$ cat src/rtl/tmcw_pkg.sv
// Package for the text-mode console writer: screen geometry, character codes,
// action codes and the structs shared by the top level, the cursor logic and the cell RAM.
// No dependencies.
`timescale 1ns / 1ps

package tmcw_pkg;

    // Screen geometry.
    localparam int COLUMNS       = 80;
    localparam int ROWS          = 25;
    localparam int CELLS         = COLUMNS * ROWS;
    localparam int LAST_ROW_BASE = (ROWS - 1) * COLUMNS;

    // Derived widths.
    localparam int ADDR_W    = $clog2(CELLS);
    localparam int COL_W     = $clog2(COLUMNS);
    localparam int COL_SUM_W = $clog2(COLUMNS + 8);
    localparam int ROW_W     = $clog2(ROWS);
    localparam int ROW_SUM_W = $clog2(ROWS + 1);
    localparam int CELL_W    = 16;

    // Character and attribute codes.
    localparam logic [7:0] CH_BS      = 8'h08;
    localparam logic [7:0] CH_TAB     = 8'h09;
    localparam logic [7:0] CH_LF      = 8'h0a;
    localparam logic [7:0] CH_CR      = 8'h0d;
    localparam logic [7:0] CH_SPACE   = 8'h20;
    localparam logic [7:0] CH_DEL     = 8'h7f;
    localparam logic [7:0] ATTR_FIRST = 8'h10;
    localparam logic [7:0] ATTR_LAST  = 8'h1f;
    localparam logic [7:0] ATTR_RESET = 8'h0f;

    // Action codes of an input item.
    localparam logic [1:0] ACT_PUT   = 2'd0;
    localparam logic [1:0] ACT_READ  = 2'd1;
    localparam logic [1:0] ACT_CLEAR = 2'd2;

    // Input item.
    typedef struct packed {
        logic [1:0] action;
        logic [7:0] byte_in;
        logic [4:0] cell_row;
        logic [6:0] cell_column;
    } t_in_item;

    // Result item.
    typedef struct packed {
        logic [10:0] cursor_position;
        logic [7:0]  read_character;
        logic [7:0]  read_attribute;
    } t_out_item;

    // Request to the cell RAM: one write port and one read port.
    typedef struct packed {
        logic              wr_en;
        logic [ADDR_W-1:0] wr_addr;
        logic [CELL_W-1:0] wr_data;
        logic              rd_en;
        logic [ADDR_W-1:0] rd_addr;
    } t_mem_req;

    // Effect of one put byte on the cursor, the attribute and the screen.
    typedef struct packed {
        logic [COL_W-1:0]  col;
        logic [ROW_W-1:0]  row;
        logic [7:0]        attr;
        logic              wr_en;
        logic [ADDR_W-1:0] wr_addr;
        logic [CELL_W-1:0] wr_data;
        logic              rmw_en;
        logic              rmw_space;
        logic [ADDR_W-1:0] rmw_addr;
        logic              scroll;
    } t_put_plan;

endpackage

$ cat src/rtl/tmcw_cursor.sv
// Decode of one put byte: new cursor, new attribute, the cell write and the
// read-modify-write that the byte needs. Purely combinational. Depends on tmcw_pkg.
`timescale 1ns / 1ps

module tmcw_cursor
    import tmcw_pkg::*;
(
    input  logic [COL_W-1:0] i_col,
    input  logic [ROW_W-1:0] i_row,
    input  logic [7:0]       i_attr,
    input  logic [7:0]       i_byte,
    output t_put_plan        o_plan
);

    logic [ADDR_W-1:0]    pos;
    logic [COL_SUM_W-1:0] col_inc;
    logic [COL_SUM_W-1:0] col_tab;
    logic [ROW_SUM_W-1:0] row_inc;
    logic [COL_SUM_W-1:0] n_col;
    logic [ROW_SUM_W-1:0] n_row;

    // Linear cell address of the cursor and the candidate moves.
    assign pos     = ADDR_W'(i_row) * ADDR_W'(COLUMNS) + ADDR_W'(i_col);
    assign col_inc = COL_SUM_W'(i_col) + COL_SUM_W'(1);
    assign col_tab = COL_SUM_W'({i_col[COL_W-1:3], 3'b000}) + COL_SUM_W'(8);
    assign row_inc = ROW_SUM_W'(i_row) + ROW_SUM_W'(1);

    always_comb begin
        n_col              = COL_SUM_W'(i_col);
        n_row              = ROW_SUM_W'(i_row);
        o_plan             = '0;
        o_plan.attr        = i_attr;
        o_plan.wr_addr     = pos;
        o_plan.wr_data     = {i_attr, i_byte};
        o_plan.rmw_addr    = pos + ADDR_W'(1);

        // Byte decode.
        if (i_byte >= CH_SPACE && i_byte < CH_DEL) begin
            // Printable: store it, and give the next cell the attribute too.
            o_plan.wr_en  = 1'b1;
            o_plan.rmw_en = (pos != ADDR_W'(CELLS - 1));
            n_col         = col_inc;
        end else if (i_byte == CH_LF) begin
            n_row = row_inc;
            n_col = '0;
        end else if (i_byte == CH_CR) begin
            n_col = '0;
        end else if (i_byte == CH_TAB) begin
            n_col = col_tab;
        end else if (i_byte == CH_BS) begin
            // Backspace at the left edge does nothing.
            if (i_col != '0) begin
                n_col            = COL_SUM_W'(i_col) - COL_SUM_W'(1);
                o_plan.rmw_en    = 1'b1;
                o_plan.rmw_space = 1'b1;
                o_plan.rmw_addr  = pos - ADDR_W'(1);
            end
        end else if (i_byte >= ATTR_FIRST && i_byte <= ATTR_LAST) begin
            o_plan.attr = i_byte - ATTR_FIRST;
        end

        // Column wrap to the start of the next row.
        if (n_col >= COL_SUM_W'(COLUMNS)) begin
            n_col = '0;
            n_row = row_inc;
        end

        // Past the last row: the screen scrolls and the cursor stays on the last row.
        o_plan.col    = n_col[COL_W-1:0];
        o_plan.scroll = (n_row > ROW_SUM_W'(ROWS - 1));
        o_plan.row    = o_plan.scroll ? ROW_W'(ROWS - 1) : n_row[ROW_W-1:0];
    end

endmodule

$ cat config.mk
export PLATFORM = sky130hd
export DESIGN_NAME = tmcw_cursor
export DESIGN_NICKNAME = d
export VERILOG_FILES = /design/src/rtl/tmcw_pkg.sv /design/src/rtl/tmcw_cursor.sv
export SDC_FILE = /design/constraint.sdc
export NUM_CORES = 1
export LEC_CHECK = 0
export ABC_CLOCK_PERIOD_IN_PS = 6000
export BUFFER_PORTS_ARGS = -buffer_cell sky130_fd_sc_hd__buf_2
export CAP_MARGIN = 20
export CELL_PAD_IN_SITES_DETAIL_PLACEMENT = 0
export CELL_PAD_IN_SITES_GLOBAL_PLACEMENT = 1
export CORE_ASPECT_RATIO = 2
export CORE_UTILIZATION = 35
export DETAILED_ROUTE_END_ITERATION = 10
export PLACE_DENSITY_LB_ADDON = 0.1
export SLEW_MARGIN = 20
export SYNTH_ARGS = -nofsm -noshare
export SYNTH_HDL_FRONTEND = slang
export SYNTH_SLANG_ARGS = --single-unit
$ cat constraint.sdc
create_clock -name vclk -period 6
set_input_delay 0.6 -clock vclk [all_inputs]
set_output_delay 0.6 -clock vclk [all_outputs]
set_load 0.1 [all_outputs]
==> results.ini, run 1 <==
[detailed_routing]
firstDrtPassIters = 4
ant_nets = 0
vias = 2025
wire_per_inst_um = 14.5
remaining_drc_errors = 0
viasPerCell = 5.36
routed_wl_mm = 5.48
drtIter0Drc = 16

[setup_path]
critPathMaxStageDelay_ns = 0.46
startpoint = i_byte[5]
worstSetupPathType = input pin to output pin
crit_path_top_delay_cell = a221oi_4
cp-start-kind = input pin
cp_cell_sequence = buf_2 -> inv_1 -> ha_1 -> nor4bb_1 -> buf_4 -> nand2_2 -> o311ai_0 -> a21oi_1 -> a221oi_4 -> or2b_1 -> mux2i_1 -> and3_1 -> buf_2
crit_arrival_ns = 3.73
end_kind = output pin
worstPathMaxFanout = 9
crit_top_cell = buf_2
cp.required_ns = 5.40

[clock_network]
cts_hold_buf = 0
post_cts.repair.setup_buffers = 0
cts-resized-gates = 0

[grt]
grt_overflow = 0
grt_pass1_vias = 1873
grt_max_degree = 18
antenna_found_initial = 0
grt_pass1_wl_mm = 8.54
track_usage_pct = 20.3

[placed_design]
dp_slack_ns = 1.70
gp_congestion = 0.914
dp_hpwl_mm = 4.69
place_area_um2 = 2150
port_buffers = 90

[finish]
seq_cells = 0
layout.nets = 374
layout_commonest_cell = buf_2
clockBufferCount = 0
seqCellArea_um2 = 0
nFillCells = 570
drive_above_1_share_pct = 33.3
most-common-layout-cells = buf_2, nor2_1, a21oi_1, ha_1
final_area_um2 = 2150
diodes = 0
area_growth_pct = 20.2
fin_util_pct = 43.8

[synth]
synth.area.top_cells = ha_1, buf_4, xnor2_1
syn_area_um2 = 1790
yosys.area.top_type = ha_1
syn_nets = 307
netlist.area_leader.share_pct = 14.7
synthCells = 256
synth-seq-area-share_pct = 0
yosys_warnings = 0
synth.distinct_cells = 52
avgSynthCellArea_um2 = 6.99

[outcome]
status = finished, final reports clean

[min_path]
min_from = i_attr[1]
hold_depth = 2
holdPathEnd = o_plan[23]
worstHoldPathType = input pin to output pin

[floorplan]
die_h_um = 103
io_pins = 90
rows = 36
initial_core_util_pct = 36.5
coreArea_um2 = 4910
dieArea_um2 = 5420
die_w_um = 52.6

[sta]
max_freq_mhz = 231
drv_slew = 0
worstMarginPinSlew_ns = 0.526
setup_viol = 0
setup-tns-final_ns = 0
final.setup.worst_slack_ns = 1.67
hold_violations = 0
slew_headroom_pct = 64.7
post-route-min-period_ns = 4.33
holdWs_ns = 1.58
rsz0062_at_grt = false
fin_crit_sh_pct = 72.2

[power]
p_per_area_nw_per_um2 = 251
vdd_drop_max_mv = 0.202
p_leak_nw = 1.07

[run]
cap_viol_max_count = 0

[stage by stage]
step	instances	power (mW)
2_1_floorplan	256	0.466
3_3_place_gp	378	0.543
3_5_place_dp	378	0.542
4_1_cts	378	0.544
5_1_grt	378	0.565
6_report	378	0.540
[metal layers]
layer,vias up,part of all wire [%],global-route usage (%),routed length [um]
met3,4,2.9,0.442,161
met5,-,0,0,0
li1,1029,-,-,-
met4,0,0.84,3.04,46
met1,934,36,19.2,1960
met2,58,60,44.9,3310
[how the worst max path moves through the flow]
| stage | depth (start not counted) | end |
|---|---|---|
| 2_1_floorplan | 9 | o_plan[11] |
| 3_3_place_gp | 13 | o_plan[0] |
| 3_5_place_dp | 13 | o_plan[0] |
| 4_1_cts | 13 | o_plan[0] |
| 5_1_grt | 13 | o_plan[0] |
| 6_report | 13 | o_plan[0] |
[logic make-up after synthesis]
logic type	Yosys count	share of synthesized area, %
simple gates	94	28.1
compound gates	61	23.1
xor+xnor	27	13.6
fa+ha+maj	23	16.9
buf+inv	44	14.0
mux	7	4.19
[cells in the mapped netlist, drive strengths merged (2+ instances only)]
| cell | instances |
|---|---|
| o22ai | 3 |
| xor2 | 11 |
| fa | 2 |
| clkinv | 2 |
| clkbuf | 2 |
| buf | 25 |
| nand2 | 17 |
| o211ai | 2 |
| nand3 | 10 |
| mux2 | 4 |
| a21oi | 21 |
| a2111oi | 2 |
| nor3b | 5 |
| nor3 | 10 |
| a211oi | 3 |
| a31oi | 3 |
| nand4 | 3 |
| ha | 21 |
| o21ai | 12 |
| nor2 | 23 |
| and3 | 4 |
| xnor2 | 16 |
| a21o | 5 |
| mux2i | 3 |
| nor4 | 3 |
| and2 | 5 |
| nand2b | 2 |
| inv | 15 |
| or3 | 3 |
| nor2b | 5 |
[critical path, delay by kind of cell]
kind,cells,cell delay [ns]
AOI/OAI and AO/OA,3,0.99
and+or+nand+nor,4,0.82
buffers and inverters,4,0.86
adders and majority gates,1,0.19
muxes,1,0.28
[layout make-up]
| class | count | area [um^2] | share of cell area (%) |
|---|---|---|---|
| Inverter | 17 | 68.8 | 3.20 |
| Multi-Input combinational cell | 212 | 1550 | 71.9 |
| Tap cell | 57 | 71.3 | 3.31 |
| Timing Repair Buffer | 92 | 465 | 21.6 |
[where the power goes]
group,switching (mW),internal [mW],total [mW]
logic,0.450,0.0905,0.540
clock network,0,0,0
registers,0,0,0
Note: power is estimated with default switching activity, not from simulation.
==> inputs of run 2 (changes only) <==
- ABC_CLOCK_PERIOD_IN_PS: 6000 -> 3700
- CORE_UTILIZATION: 35 -> 30
- clock period: 6 -> 3.7 ns (I/O delays scaled with it)
==> results.ini, run 2 (synthesis gave the netlist of run 1 again) <==
[placed_design]
gp_congestion = 0.836
place_area_um2 = 2890
dp_hpwl_mm = 5.42
port_buffers = 90
dp_slack_ns = 0.135

[power]
sequentialPowerShare_pct = 0
p_int_mw = 0.318
p_leak_nw = 1.34
sw_frac_of_total_pct = 71.5
vdd_drop_max_mv = 0.394
power.total_mw = 1.11
power.switching_mw = 0.797
p_per_area_nw_per_um2 = 385
clkPwrFrac_pct = 0
pwr-share-comb_pct = 100.0

[detailed_routing]
wire_per_inst_um = 15.6
routed_wl_mm = 6.13
ant_nets = 0
vias = 2110
firstDrtPassIters = 4
remaining_drc_errors = 0
viasPerCell = 5.38
drtIter0Drc = 50

[sta]
holdWs_ns = 1.12
final.setup.worst_slack_ns = 0.135
worstMarginPinSlew_ns = 0.639
hold_violations = 0
slew_headroom_pct = 56.9
post-route-min-period_ns = 3.56
rsz0062_at_grt = true
fin_crit_sh_pct = 96.3
drv_slew = 0
max_freq_mhz = 281
setup_viol = 0

[setup_path]
worstSetupPathType = input pin to output pin
crit_arrival_ns = 3.19
cp.required_ns = 3.33
worstPathMaxFanout = 7
end_kind = output pin
cp-start-kind = input pin

[outcome]
status = finished, final reports clean

[finish]
area_growth_pct = 61.8
fin_util_pct = 50.8
layout_commonest_cell = buf_2
diodes = 0
clockBufferCount = 0
final_area_um2 = 2900
layout.nets = 384
most-common-layout-cells = buf_2, buf_12, nor2_1
seq_cells = 0
seqCellArea_um2 = 0
drive_above_1_share_pct = 43.5

[run]
cap_viol_max_count = 0

[floorplan]
initial_core_util_pct = 31.4
die_w_um = 56.6
coreArea_um2 = 5710
dieArea_um2 = 6300
die_h_um = 111
io_pins = 90
rows = 39

[grt]
grt_pass1_vias = 2250
antenna_found_initial = 0
track_usage_pct = 19.8
grt_overflow = 0
grt_pass1_wl_mm = 10.2
grt_max_degree = 17

[clock_network]
post_cts.repair.setup_buffers = 0
cts-resized-gates = 0
cts_hold_buf = 0

[min_path]
worstHoldPathType = input pin to output pin

-- run 2: changes by cell type in the layout (fill, tap and decap cells not counted), moves of 3 or more --
cell | before | now
buf_12 | 0 | 25
buf_2 | 90 | 65
buf_4 | 2 | 12
inv_1 | 15 | 12
inv_2 | 0 | 3
xnor2_1 | 15 | 5
xnor2_2 | 1 | 6
xnor2_4 | 0 | 5
xor2_1 | 10 | 6
-- run 2: final cells by class --
type | count | area [um^2]
Fill cell | 574 | 2810
Inverter | 17 | 76.3
Multi-Input combinational cell | 212 | 1830
Tap cell | 61 | 76.3
Timing Repair Buffer | 102 | 916
-- run 2: path summary, 6_finish.rpt --
check,depth (start not counted),endpoint,slack [ns],start
min,2,o_plan[22],1.12,i_attr[0]
max,13,o_plan[0],0.14,i_byte[5]
-- run 2: worst max-delay path, stage by stage --
cell       delay [ns]
buf_2            0.13
inv_2            0.09
ha_2             0.20
nor4bb_1         0.29
buf_4            0.22
nand2_4          0.09
o2bb2ai_2        0.19
o211ai_2         0.15
a221oi_4         0.43
o2111ai_2        0.21
xnor2_4          0.38
and3_4           0.25
buf_12           0.17
-- run 2: through the flow --
step / setup TNS [ns] / instances
final: 0 / 392
after global routing: -0.000988 / 392
after CTS: 0 / 392
after detailed placement: 0 / 392
after global placement: 0 / 392
after floorplan: -1.85 / 256
-- run 2: layer usage --
metal / wire length (um) / track usage [%] / share of wire [%] / vias to the layer above
met5: 0 / 0 / 0 / -
met4: 217 / 6.83 / 3.5 / 0
met3: 202 / 1.28 / 3.3 / 17
met2: 3710 / 42.9 / 60 / 75
met1: 2000 / 17.5 / 33 / 973
li1: - / - / - / 1045
-- run 2: power by group through the flow --
stage | Clock (mW) | Combinational (mW) | Sequential (mW)
floorplan | 0 | 0.830 | 0
global placement | 0 | 1.12 | 0
detailed placement | 0 | 1.12 | 0
CTS | 0 | 1.12 | 0
global route | 0 | 1.15 | 0
finish | 0 | 1.11 | 0
==> inputs of run 3 (changes only) <==
- BUFFER_PORTS_ARGS: -buffer_cell sky130_fd_sc_hd__buf_2 -> -buffer_cell sky130_fd_sc_hd__buf_4
==> results.ini, run 3 (synthesis gave the netlist of run 1 again) <==
[min_path]
worstHoldPathType = input pin to output pin
min_from = i_attr[3]

[setup_path]
worstPathMaxFanout = 17
end_kind = output pin
worstSetupPathType = input pin to output pin
cp-start-kind = input pin
startpoint = i_byte[0]
crit_arrival_ns = 3.13
cp.required_ns = 3.33

[sta]
hold_violations = 0
worstMarginPinSlew_ns = 0.592
setup-tns-final_ns = 0
setup_viol = 0
slew_headroom_pct = 60.1
fin_crit_sh_pct = 94.6
drv_slew = 0
max_freq_mhz = 286
rsz0062_at_grt = false
post-route-min-period_ns = 3.50
holdWs_ns = 1.07

[finish]
drive_above_1_share_pct = 42.5
seq_cells = 0
nFillCells = 626
diodes = 0
layout.nets = 380
layout_commonest_cell = buf_4
area_growth_pct = 51.5
multi_input_area_um2 = 1820
seqCellArea_um2 = 0
most-common-layout-cells = buf_4, nor2_1, ha_1
clockBufferCount = 0

[detailed_routing]
drtIter0Drc = 56
remaining_drc_errors = 0
wire_per_inst_um = 15.3
routed_wl_mm = 5.93
vias = 2039
viasPerCell = 5.26
firstDrtPassIters = 4
ant_nets = 0

[grt]
grt_overflow = 0
grt_util_met3_pct = 0.700
grt_max_degree = 18
grt_pass1_vias = 2024
track_usage_pct = 18.6
busiest_layer = met2
antenna_found_initial = 0
met2_usage_pct = 41.0
grt_pass1_wl_mm = 9.59
met1_usage_pct = 17.8

[outcome]
status = finished, final reports clean

[placed_design]
gp_congestion = 0.878
dp_hpwl_mm = 5.20
port_buffers = 90

[power]
p_leak_nw = 1.26
p_per_area_nw_per_um2 = 376
vdd_drop_max_mv = 0.284

[clock_network]
cts-resized-gates = 0
cts_hold_buf = 0
post_cts.repair.setup_buffers = 0

[floorplan]
rows = 39
die_h_um = 111
die_w_um = 56.6
initial_core_util_pct = 31.4
dieArea_um2 = 6300
io_pins = 90
coreArea_um2 = 5710

[run]
cap_viol_max_count = 0

==> run 3: layout make-up <==
cell class | instances | share of cell area [%]
inverter | 17 | 2.81
multi-input combinational | 212 | 67.3
tap | 61 | 2.81
timing repair buffer | 98 | 27.1
==> run 3: report_power, final <==
part           leakage [nW]  switching (mW)  internal, mW
clock network             0               0             0
logic                  1.26           0.771         0.248
registers                 0               0             0
total                  1.26           0.771         0.248
==> run 3: path summary, 6_finish.rpt <==
kind / endpoint / slack, ns / cells after the start
setup / recovery: o_plan[0] / 0.20 / 11
hold / removal: o_plan[25] / 1.07 / 2
==> run 3: routing by layer <==
layer	part of all wire, %	wire length (um)
met1	33	1970
met3	3.2	190
met4	1.6	94
met5	0	0
met2	62	3670
==> run 3: through the flow <==
stage | worst slack (ns) | utilization [%] | area [um^2] | power [mW] | cells
6_report | 0.199 | 47.5 | 2710 | 1.02 | 388
2_1_floorplan | -0.451 | - | 2090 | 0.830 | 256
3_5_place_dp | 0.164 | 47.5 | 2710 | 1.02 | 388
3_3_place_gp | 0.166 | 47.5 | 2710 | 1.02 | 388
4_1_cts | 0.162 | 47.5 | 2710 | 1.03 | 388
5_1_grt | 0.0274 | 47.5 | 2710 | 1.06 | 388
==> run 3: critical path, cell delays in order <==
cell and delay [ns]:
buf_4 0.17, nor4_2 0.35, a211oi_1 0.12, or3_4 0.49
clkinv_8 0.11, nand2_2 0.07, a221oi_4 0.35, o2111a_1 0.32
a22o_1 0.28, and3_4 0.22, buf_4 0.28
